===== src/hdl/drp_pkg.sv =====
// Shared types, constants and helpers for the descriptor ring producer.
// No dependencies; used by drp_avail_ram and descriptor_ring_producer.
package drp_pkg;

	localparam int RING_SIZE = 16;
	localparam int IDX_W     = $clog2(RING_SIZE);

	typedef logic [IDX_W-1:0] idx_t;

	typedef enum logic [1:0] {
		OP_GET  = 2'd0,
		OP_PUT  = 2'd1,
		OP_DROP = 2'd2,
		OP_TICK = 2'd3
	} opcode_t;

	typedef enum logic [1:0] {
		ST_OK       = 2'd0,
		ST_NODATA   = 2'd1,
		ST_INVALID  = 2'd2,
		ST_LINKDOWN = 2'd3
	} status_t;

	// Write request into the available ring.
	typedef struct packed {
		logic en;
		idx_t addr;
		idx_t data;
	} ring_wr_t;

	// Next value of (counter modulo RING_SIZE) when the 32-bit counter steps by one.
	// The counter wrapping to zero brings the remainder back to zero.
	function automatic idx_t next_mod(input logic [31:0] cnt, input idx_t cur);
		idx_t res;
		if (cnt == 32'hFFFF_FFFF) begin
			res = '0;
		end else if (cur == IDX_W'(RING_SIZE - 1)) begin
			res = '0;
		end else begin
			res = cur + IDX_W'(1);
		end
		return res;
	endfunction

	// Index fields on the result side are four bits wide.
	function automatic logic [3:0] out4(input idx_t v);
		logic [31:0] wide;
		wide = 32'(v);
		return wide[3:0];
	endfunction

endpackage


===== src/hdl/drp_avail_ram.sv =====
// Available ring storage: synchronous RAM with a registered read port.
// Per-entry valid bits make an unwritten entry read as its own address.
// Depends on drp_pkg.
module drp_avail_ram (
	input  logic             clk,
	input  logic             arst_n,
	input  logic             rd_en,
	input  drp_pkg::idx_t    rd_addr,
	output drp_pkg::idx_t    rd_data,
	input  drp_pkg::ring_wr_t wr,
	input  logic             clear
);

	drp_pkg::idx_t                      mem [drp_pkg::RING_SIZE];
	logic [drp_pkg::RING_SIZE-1:0]      valid_q;
	drp_pkg::idx_t                      rd_word_q;
	drp_pkg::idx_t                      rd_addr_q;
	logic                               rd_valid_q;

	always_ff @(posedge clk) begin
		if (wr.en) begin
			mem[wr.addr] <= wr.data;
		end
		if (rd_en) begin
			rd_word_q <= mem[rd_addr];
			rd_addr_q <= rd_addr;
		end
	end

	always_ff @(posedge clk or negedge arst_n) begin
		if (!arst_n) begin
			valid_q    <= '0;
			rd_valid_q <= 1'b0;
		end else begin
			if (clear) begin
				valid_q <= '0;
			end else if (wr.en) begin
				valid_q[wr.addr] <= 1'b1;
			end
			if (rd_en) begin
				rd_valid_q <= valid_q[rd_addr];
			end
		end
	end

	// An entry that was never written since the last refill holds its own index.
	assign rd_data = rd_valid_q ? rd_word_q : rd_addr_q;

endmodule


===== src/hdl/descriptor_ring_producer.sv =====
// Descriptor ring producer top: sequencing, pointers, result; uses drp_pkg, drp_avail_ram.
// Sequencing: request fields are registered on acceptance, and the result is registered
// when the S_EXEC step fires; a new request is taken only in S_IDLE, after the ring RAM
// read and the read-modify-write step; a full result register not yet taken holds S_EXEC.
// Reset: pointers, heartbeat and flags clear asynchronously; the ring valid bits
// clear at once, so the ring reads as 0..N-1 with no clearing pass.
module descriptor_ring_producer (
	input  logic        clk,
	input  logic        arst_n,
	input  logic        cfg_wr_en,
	input  logic [31:0] cfg_wr_data,    // message_size
	input  logic        s_axis_tvalid,
	output logic        s_axis_tready,
	input  logic [87:0] s_axis_tdata,   // desc_index[15:0], used_length[47:16],
	                                    // reader_ready[48], reader_heart[80:49]
	input  logic [1:0]  s_axis_tuser,   // opcode[1:0]
	output logic        m_axis_tvalid,
	input  logic        m_axis_tready,
	output logic [79:0] m_axis_tdata,   // got_index[3:0], got_length[35:4],
	                                    // used_write[36], used_slot[40:37],
	                                    // used_id[44:41], used_len[76:45],
	                                    // reader_dead[77]
	output logic [1:0]  m_axis_tuser    // status[1:0]
);

	typedef enum logic {S_IDLE, S_EXEC} state_t;

	state_t            state_q;
	logic [31:0]       msg_size_q;
	logic [31:0]       head_q, tail_q, used_tail_q, last_heart_q;
	drp_pkg::idx_t     head_mod_q, tail_mod_q, used_mod_q;
	logic              refill_q;

	drp_pkg::opcode_t  op_s1;
	logic [15:0]       idx_s1;
	logic [31:0]       len_s1;
	logic              ready_s1;
	logic [31:0]       heart_s1;

	logic              out_valid_q;
	drp_pkg::status_t  out_status_q;
	logic [79:0]       out_data_q;

	logic              accept, rd_en, exec_fire, ring_clear;
	drp_pkg::idx_t     rd_addr, rd_data;
	drp_pkg::ring_wr_t ring_wr;

	drp_pkg::status_t  r_status;
	logic [3:0]        r_got_index, r_used_slot, r_used_id;
	logic [31:0]       r_got_length, r_used_len;
	logic              r_used_write, r_dead;
	logic [31:0]       head_n, tail_n, used_tail_n, last_heart_n;
	drp_pkg::idx_t     head_mod_n, tail_mod_n, used_mod_n;
	logic              refill_n;
	logic [31:0]       eff_head, eff_tail;
	drp_pkg::idx_t     eff_head_mod, eff_tail_mod, got_idx;
	logic              idx_bad;

	assign s_axis_tready = (state_q == S_IDLE);
	assign accept        = s_axis_tvalid && s_axis_tready;
	assign exec_fire     = (state_q == S_EXEC) && (!out_valid_q || m_axis_tready);

	// A pending refill makes the get read slot zero.
	assign rd_en   = accept && (drp_pkg::opcode_t'(s_axis_tuser) == drp_pkg::OP_GET);
	assign rd_addr = refill_q ? '0 : head_mod_q;

	drp_avail_ram u_ram (
		.clk     (clk),
		.arst_n  (arst_n),
		.rd_en   (rd_en),
		.rd_addr (rd_addr),
		.rd_data (rd_data),
		.wr      (ring_wr),
		.clear   (ring_clear)
	);

	always_comb begin
		r_status     = drp_pkg::ST_OK;
		r_got_index  = '0;
		r_got_length = '0;
		r_used_write = 1'b0;
		r_used_slot  = '0;
		r_used_id    = '0;
		r_used_len   = '0;
		r_dead       = 1'b0;
		head_n       = head_q;
		head_mod_n   = head_mod_q;
		tail_n       = tail_q;
		tail_mod_n   = tail_mod_q;
		used_tail_n  = used_tail_q;
		used_mod_n   = used_mod_q;
		last_heart_n = last_heart_q;
		refill_n     = refill_q;
		ring_wr      = '0;
		ring_clear   = 1'b0;
		idx_bad      = (idx_s1 >= 16'(drp_pkg::RING_SIZE));
		eff_head     = refill_q ? 32'd0 : head_q;
		eff_tail     = refill_q ? 32'(drp_pkg::RING_SIZE) : tail_q;
		eff_head_mod = refill_q ? '0 : head_mod_q;
		eff_tail_mod = refill_q ? '0 : tail_mod_q;
		got_idx      = refill_q ? '0 : rd_data;
		case (op_s1)
			drp_pkg::OP_GET: begin
				ring_clear = refill_q;
				refill_n   = 1'b0;
				tail_n     = eff_tail;
				tail_mod_n = eff_tail_mod;
				head_n     = eff_head;
				head_mod_n = eff_head_mod;
				if (eff_head == eff_tail) begin
					r_status = drp_pkg::ST_NODATA;
				end else begin
					r_got_index  = drp_pkg::out4(got_idx);
					r_got_length = msg_size_q;
					head_n       = eff_head + 32'd1;
					head_mod_n   = drp_pkg::next_mod(eff_head, eff_head_mod);
				end
			end
			drp_pkg::OP_PUT, drp_pkg::OP_DROP: begin
				if (idx_bad) begin
					r_status = drp_pkg::ST_INVALID;
				end else if ((op_s1 == drp_pkg::OP_PUT) && ready_s1) begin
					r_used_write = 1'b1;
					r_used_slot  = drp_pkg::out4(used_mod_q);
					r_used_id    = drp_pkg::out4(idx_s1[drp_pkg::IDX_W-1:0]);
					r_used_len   = len_s1;
					used_tail_n  = used_tail_q + 32'd1;
					used_mod_n   = drp_pkg::next_mod(used_tail_q, used_mod_q);
				end else begin
					// Give the index back to the available ring.
					ring_wr.en   = 1'b1;
					ring_wr.addr = tail_mod_q;
					ring_wr.data = idx_s1[drp_pkg::IDX_W-1:0];
					tail_n       = tail_q + 32'd1;
					tail_mod_n   = drp_pkg::next_mod(tail_q, tail_mod_q);
					r_status     = (op_s1 == drp_pkg::OP_PUT) ? drp_pkg::ST_LINKDOWN
					                                          : drp_pkg::ST_OK;
				end
			end
			drp_pkg::OP_TICK: begin
				if (ready_s1) begin
					if (heart_s1 == last_heart_q) begin
						refill_n = 1'b1;
						r_dead   = 1'b1;
					end else begin
						last_heart_n = heart_s1;
					end
				end
			end
			default: begin
				r_status = drp_pkg::ST_OK;
			end
		endcase
		if (!exec_fire) begin
			ring_wr    = '0;
			ring_clear = 1'b0;
		end
	end

	always_ff @(posedge clk) begin
		if (accept) begin
			op_s1    <= drp_pkg::opcode_t'(s_axis_tuser);
			idx_s1   <= s_axis_tdata[15:0];
			len_s1   <= s_axis_tdata[47:16];
			ready_s1 <= s_axis_tdata[48];
			heart_s1 <= s_axis_tdata[80:49];
		end
		if (exec_fire) begin
			out_data_q <= {2'b00, r_dead, r_used_len, r_used_id, r_used_slot,
			               r_used_write, r_got_length, r_got_index};
		end
	end

	always_ff @(posedge clk or negedge arst_n) begin
		if (!arst_n) begin
			state_q      <= S_IDLE;
			msg_size_q   <= '0;
			head_q       <= '0;
			head_mod_q   <= '0;
			tail_q       <= 32'(drp_pkg::RING_SIZE);
			tail_mod_q   <= '0;
			used_tail_q  <= '0;
			used_mod_q   <= '0;
			last_heart_q <= '0;
			refill_q     <= 1'b0;
			out_valid_q  <= 1'b0;
			out_status_q <= drp_pkg::ST_OK;
		end else begin
			if (cfg_wr_en) begin
				msg_size_q <= cfg_wr_data;
			end
			// A new result replaces the one taken in the same cycle.
			if (exec_fire) begin
				out_valid_q <= 1'b1;
			end else if (m_axis_tready) begin
				out_valid_q <= 1'b0;
			end
			case (state_q)
				S_IDLE: begin
					if (accept) begin
						state_q <= S_EXEC;
					end
				end
				S_EXEC: begin
					if (exec_fire) begin
						state_q      <= S_IDLE;
						head_q       <= head_n;
						head_mod_q   <= head_mod_n;
						tail_q       <= tail_n;
						tail_mod_q   <= tail_mod_n;
						used_tail_q  <= used_tail_n;
						used_mod_q   <= used_mod_n;
						last_heart_q <= last_heart_n;
						refill_q     <= refill_n;
						out_status_q <= r_status;
					end
				end
				default: begin
					state_q <= S_IDLE;
				end
			endcase
		end
	end

	assign m_axis_tvalid = out_valid_q;
	assign m_axis_tdata  = out_data_q;
	assign m_axis_tuser  = out_status_q;

`ifndef ASSERT_OFF
	a_refill_done: assert property (@(posedge clk) disable iff (!arst_n)
		exec_fire && (op_s1 == drp_pkg::OP_GET) |=> !refill_q)
		else $error("refill flag survived a get");

	a_mod_track: assert property (@(posedge clk) disable iff (!arst_n)
		(head_q == tail_q) |-> (head_mod_q == tail_mod_q))
		else $error("ring slot pointers disagree with equal counters");

	a_result_out: assert property (@(posedge clk) disable iff (!arst_n)
		exec_fire |=> out_valid_q && (state_q == S_IDLE))
		else $error("completed request produced no result");

	a_mod_range: assert property (@(posedge clk) disable iff (!arst_n)
		(head_mod_q < drp_pkg::IDX_W'(drp_pkg::RING_SIZE - 1)) ||
		(head_mod_q == drp_pkg::IDX_W'(drp_pkg::RING_SIZE - 1)))
		else $error("head slot beyond ring");
`endif

endmodule

===== config.mk =====
export PLATFORM = sky130hd
export DESIGN_NAME = descriptor_ring_producer
export DESIGN_NICKNAME = d
export VERILOG_FILES = /design/src/hdl/drp_pkg.sv /design/src/hdl/drp_avail_ram.sv /design/src/hdl/descriptor_ring_producer.sv
export SDC_FILE = /design/constraint.sdc
export NUM_CORES = 1
export LEC_CHECK = 0
export BUFFER_PORTS_ARGS = -buffer_cell sky130_fd_sc_hd__buf_2
export CAP_MARGIN = 20
export CORE_MARGIN = 2
export CORE_UTILIZATION = 51
export DETAILED_ROUTE_END_ITERATION = 10
export PLACE_DENSITY = 0.71
export RECOVER_POWER = 25
export SYNTH_ARGS = -nofsm -noshare
export SYNTH_HDL_FRONTEND = slang
export SYNTH_SLANG_ARGS = --single-unit

===== constraint.sdc =====
create_clock -name clk -period 6.2 [get_ports clk]
set_input_delay 0.62 -clock clk [delete_from_list [all_inputs] [get_ports clk]]
set_output_delay 0.62 -clock clk [all_outputs]
set_load 0.1 [all_outputs]

**Word-level counts from Yosys, hierarchy flattened**

Memories as Yosys holds them, arrays and structs flattened. A register that Yosys moved wholly into a read port is not among the register bits.
Cells that the tools add are included.

- Bits in writable memories: 64
- Register bits: 359
- Logic and storage cells: 133
- Output and inout bits: 84
- Memories kept: 1
- Input bits: 127

- Bitwise logic cells: 7
- Reduce and logical (&&, ||, !) cells: 26
- $add $sub $neg: 6
- Eq/ne operators: 16
- Mux-type cells: 48
- $lt $le $gt $ge: 4

Memories:

| name | words | width | read ports | clocked after Yosys merged registers in | write ports | line | RTL |
|---|---|---|---|---|---|---|---|
| u_ram.mem | 16 | 4 | 1 | 1 | 1 | drp_avail_ram.sv:14 | `drp_pkg::idx_t mem [drp_pkg::RING_SIZE];` |

Operators with widths:

| kind | count |
|---|---|
| 2-to-1 mux 32 bit | 5 |
| adder 32 x 1 -> 32 bit, second input constant | 3 |
| == test 32 bit, second input constant | 3 |
| == test 32 bit | 2 |
| one-hot mux 32 bit (2 select lines) | 1 |
| 2-to-1 mux 4 bit | 12 |
| 2-to-1 mux 9 bit | 4 |
| 2-to-1 mux 16 bit | 2 |
| AND reduction 5 bit | 4 |
| greater-or-equal comparator 16 x 5 -> 1 bit, second input constant | 1 |
| OR 16 bit | 1 |
| 2-to-1 mux 1 bit | 15 |
| adder 4 x 1 -> 4 bit, second input constant | 3 |
| == test 4 bit, second input constant | 3 |
| less-than comparator 4 x 5 -> 1 bit, second input constant | 2 |
| inequality test 2 bit, second input constant | 5 |
| one-hot mux 4 bit (2 select lines) | 1 |
| nonzero test 2 bit | 4 |
| 2-to-1 mux 2 bit | 3 |
| inverter 1 bit | 6 |
| AND reduction 6 bit | 1 |
| OR reduction 2 bit | 3 |
| OR reduction 3 bit | 2 |
| logical AND 1 bit | 5 |
| other kinds (12) | 16 |

**Logic depth before layout (Yosys ltp)**

- Word-level depth: 13
- Mapped depth: 14
- Depth with buffers taken out: 8

**Hierarchy**

Synthesis repeated with hierarchy kept, for this count alone.

- Cell total of the unflattened synthesis: 1326
- Area, all modules: 18167.4 um^2

By module, submodules not included:

| module | cells each | area an instance (um^2) | seq. area each (um^2) | instances |
|---|---|---|---|---|
| descriptor_ring_producer | 1143 | 14632.8 | 9265.1 | 1 |
| drp_avail_ram | 183 | 3534.6 | 2587.5 | 1 |

**Worst setup path before layout**

Ideal clock, no wire load.

- Path kind: input to register
- From: input port s_axis_tvalid
- To: register u_ram.rd_addr_q[0], enable pin
- Setup time: 0.390 ns
- Setup slack: 0.532 ns
- Path buffers: 0
- Arrival: 5.277 ns
- Stages: 2
- Data required time: 5.810 ns
- Cells stage by stage: nor2b_1 nor3b_1

- Cells in the longest elaborated chain, start to end: 2

Ends and longest elaborated chain:

| element | line | RTL |
|---|---|---|
| from (decl) | descriptor_ring_producer.sv:12 | `input logic s_axis_tvalid,` |
| logical AND 1 bit | descriptor_ring_producer.sv:60 | `assign accept = s_axis_tvalid && s_axis_tready;` |
| logical AND 1 bit | descriptor_ring_producer.sv:64 | `assign rd_en = accept && (drp_pkg::opcode_t'(s_axis_tuser) == drp_pkg::OP_GET);` |
| via rd_en | descriptor_ring_producer.sv:44 | `logic accept, rd_en, exec_fire, ring_clear;` |
| to (signal assigned) | drp_avail_ram.sv:26 | `rd_addr_q <= rd_addr;` |
| to (decl) | drp_avail_ram.sv:17 | `drp_pkg::idx_t rd_addr_q;` |

The timed path passes the listed nets, and every way through them passes these cells.
A chain may end at the register's enable or synchronous reset.

==> flow_metrics.py <==
metrics = {
    "run_status": {
        "outcome": "finished with violations",
        "violations": "max-capacitance violations, max-slew violations",
    },
    "clock_network": {
        "cts_tree": "done",
        "clockRootBuffer": "clkbuf_16",
        "cts_resized": 0,
        "cts_hold_buf": 0,
        "clock_latency_ns": 0.55,
        "htreeDepth": 2,
        "cts_num_sinks": 427,
        "cts_setup_buffers": 0,
        "cts_buffer_depth": 3,
        "cts_buffers": 44,
        "clk_pin_slew_ns": 0.06,
    },
    "yosys": {
        "synth_compound_area_share_pct": 7.46,
        "synth_most_common_cell": "edfxtp_1",
        "synth_cell_type_count": 75,
        "synthCells": 1399,
        "ys_seq_area_share_pct": 64.6,
        "synth_top_flop_cell": "edfxtp_1",
        "netlist.area_leader.share_pct": 38.1,
        "synth-edff-count": 233,
        "yosys-top-cells-count": "edfxtp_1, dfrtp_1, and3_1",
        "synthArstFlopShare_pct": 45.4,
        "ys_seq_elements": 427,
        "syn-mean-instance-area_um2": 13.1,
        "synth_area_leaders": "edfxtp_1, dfrtp_1, mux2_2",
        "synth_simple_gate_area_share_pct": 13.8,
        "synth_fa_ha_area_share_pct": 0.613,
        "synth_top_family_by_area": "simple AND/OR/NAND/NOR gates",
        "ys_warn_count": 0,
        "synthMuxAreaShare_pct": 6.41,
        "synth_area_um2": 18400,
        "synth_xor_area_share_pct": 4.48,
        "yosys.area.top_type": "edfxtp_1",
    },
    "global_route": {
        "use_met2_pct": 34.8,
        "grt_start_max_net_pins": 73,
        "use_met3_pct": 5.77,
        "grt_pass1_wl_um": 63900,
        "grt_antenna_before_repair": 4,
        "grt_pass1_vias": 12200,
        "busiest_layer": "met2",
        "grtUsageTotal_pct": 21.0,
        "grt-ovfl-total": 0,
        "grt_use_met1_pct": 27.4,
    },
    "setup_path": {
        "cp_max_fo": 72,
        "path_depth": 2,
        "start_kind": "input port",
        "r2r_start": "m_axis_tvalid$_DFFE_PN0P_",
        "critical_path_required_ns": 6.77,
        "worst_path_max_delay_cell": "clkbuf_1",
        "cp.buffers_inverters": 2,
        "crit_family": "buffers and inverters",
        "crit_path_end_kind": "async pin",
        "reg2reg_slack_ns": 2.89,
        "worstReg2RegEnd": "u_ram.mem[12][1]$_DFFE_PP_",
        "cp_cell_sequence": "clkbuf_1, buf_4",
        "crit_path_max_incr_delay_ns": 2.82,
        "arrival_ns": 4.55,
        "crit_type": "input port to async pin",
        "r2r_cells": 6,
    },
    "floorplanning": {
        "die_w_um": 194,
        "die_y_um": 194,
        "start_util_pct": 51.7,
        "core_um2": 35500,
        "rows": 69,
        "pin_count": 211,
        "fp.dieArea_um2": 37500,
    },
    "routing": {
        "via_per_inst": 5.77,
        "first_pass_iters": 5,
        "wl_per_cell_um": 19.0,
        "wl_um": 39700,
        "drc": 0,
        "via_count": 12100,
        "ant_nets": 0,
        "drtIter0Drc": 1063,
    },
    "placed_design": {
        "gp_congestion": 0.852,
        "dp_cells": 2000,
        "portBuffers": 201,
        "dpl_cell_area_um2": 19800,
        "dp_hpwl_um": 26200,
    },
    "layout": {
        "fin_cells": 2088,
        "fin_area_um2": 21200,
        "area_delta_synth_final_pct": 15.6,
        "nNetsFinal": 1723,
        "fin_util_pct": 59.8,
        "num-fill-cells": 2758,
        "drive_gt1_share_pct": 22.9,
    },
    "sta": {
        "fin_skew_ns": 0.0194,
        "finalSetupViolations": 0,
        "rsz0062_at_grt": "false",
        "relSlewSlack_pct": -172,
        "timing.final.crit_share_pct": 64.2,
        "worst_pin_slew_ns": 4.08,
        "final-max-slew-violation-count": 124,
        "hold_viol_final": 0,
        "fmax_ghz": 0.251,
        "setup_tns_ns": 0,
        "min_period_ns": 3.98,
    },
    "pwr": {
        "ir_drop_uv": 328,
        "internal_power_mw": 5.28,
        "p_sw_share_pct": 29.4,
        "power_mw": 7.48,
        "seq_power_share_pct": 46.7,
        "clockPowerShare_pct": 35.1,
        "power_density_nw_per_um2": 352,
        "p_leak_nw": 8.87,
        "p_comb_share_pct": 18.2,
        "switching_power_mw": 2.20,
    },
    "hold_path": {
        "hold_class": "input port to flip-flop",
        "holdPathStages": 1,
        "min_from": "s_axis_tdata[40]",
        "holdPathEnd": "len_s1[24]$_DFFE_PP_",
    },
    "job": {
        "cap_violations": 3,
    },
}
## stage by stage
step	hold slack (ns)	worst slack (ns)
6_report	0.242	2.22
5_1_grt	0.217	1.35
4_1_cts	0.112	2.82
3_5_place_dp	0.456	2.50
3_3_place_gp	0.452	2.58
2_1_floorplan	0.324	0.532
## flip-flops by register name (all words and copies together), names as in the netlist, 4 cells and up
signal / flops
len_s1: 32
u_ram.rd_word_q: 4
m_axis_tdata: 78
u_ram.rd_addr_q: 4
tail_mod_q: 4
tail_q: 32
u_ram.valid_q: 16
head_mod_q: 4
used_tail_q: 32
head_q: 32
u_ram.mem: 64
heart_s1: 32
used_mod_q: 4
msg_size_q: 32
last_heart_q: 32
idx_s1: 16
## area by class of cell
cell class | instances | area [µm²] | area share [%]
clock buffers | 62 | 1260 | 5.94
flip-flops and latches | 427 | 11900 | 55.8
inverters | 34 | 129 | 0.607
repair buffers | 219 | 1160 | 5.47
multi-input cells | 861 | 6050 | 28.5
diodes | 4 | 10.0 | 0.0472
well taps | 461 | 577 | 2.72
clock inverters | 20 | 185 | 0.872
## kinds of logic (layout without fill, tap and decap cells)
kind of cell / count (synthesis) / count (layout)
and+or+nand+nor: 457 / 457
adders and majority gates: 9 / 9
xor gates and xnor gates: 94 / 94
AOI/OAI and AO/OA: 192 / 192
DFF: 427 / 427
other: 1 / 6
buffers and inverters: 112 / 335
muxes: 107 / 107
## power by group through the flow
| stage | Sequential (mW) | Clock [mW] | Combinational [mW] |
|---|---|---|---|
| after global placement | 3.54 | 0 | 1.32 |
| after detailed placement | 3.56 | 0 | 1.34 |
| after global routing | 3.53 | 2.78 | 1.46 |
| after CTS | 3.51 | 2.67 | 1.35 |
| final | 3.49 | 2.62 | 1.36 |
| after floorplan | 3.91 | 0 | 0.664 |
## per-layer routing
layer / wire (µm) / share of wire [%] / up-vias
met3: 2910 / 7.3 / 56
li1: - / - / 5629
met2: 19400 / 49 / 375
met5: 0 / 0 / -
met1: 16700 / 42 / 5993
met4: 807 / 2.0 / 0
## how the worst max path moves through the flow
stage	start	end	slack (ns)
2_1_floorplan	s_axis_tvalid	u_ram.rd_addr_q[0]$_DFFE_PP_	0.53
3_3_place_gp	m_axis_tready	u_ram.mem[12][1]$_DFFE_PP_	2.58
3_5_place_dp	m_axis_tready	u_ram.mem[12][1]$_DFFE_PP_	2.50
4_1_cts	m_axis_tvalid$_DFFE_PN0P_	u_ram.mem[12][3]$_DFFE_PP_	2.82
5_1_grt	arst_n	used_tail_q[1]$_DFFE_PN0P_	1.35
6_report	arst_n	used_tail_q[0]$_DFFE_PN0P_	2.22
## cell usage in the layout (no fill, tap or decap), drive strengths merged, types with 13 or more instances in the layout
cell type	Yosys	layout
nand2b	21	21
buf	28	213
clkbuf	50	68
xor2	35	35
dfrtp	193	193
and4	13	13
a21oi	26	26
nor2b	16	16
nor3	35	35
and3	100	100
nand4	43	43
nor2	37	37
mux2i	29	29
mux2	78	78
clkinv	2	15
inv	32	33
nand2	81	81
xnor2	59	59
o21a	17	17
edfxtp	233	233
nor4	16	16
o21ai	35	35
nand3	61	61
o211ai	21	21
Note: power is estimated with default switching activity, not from simulation.
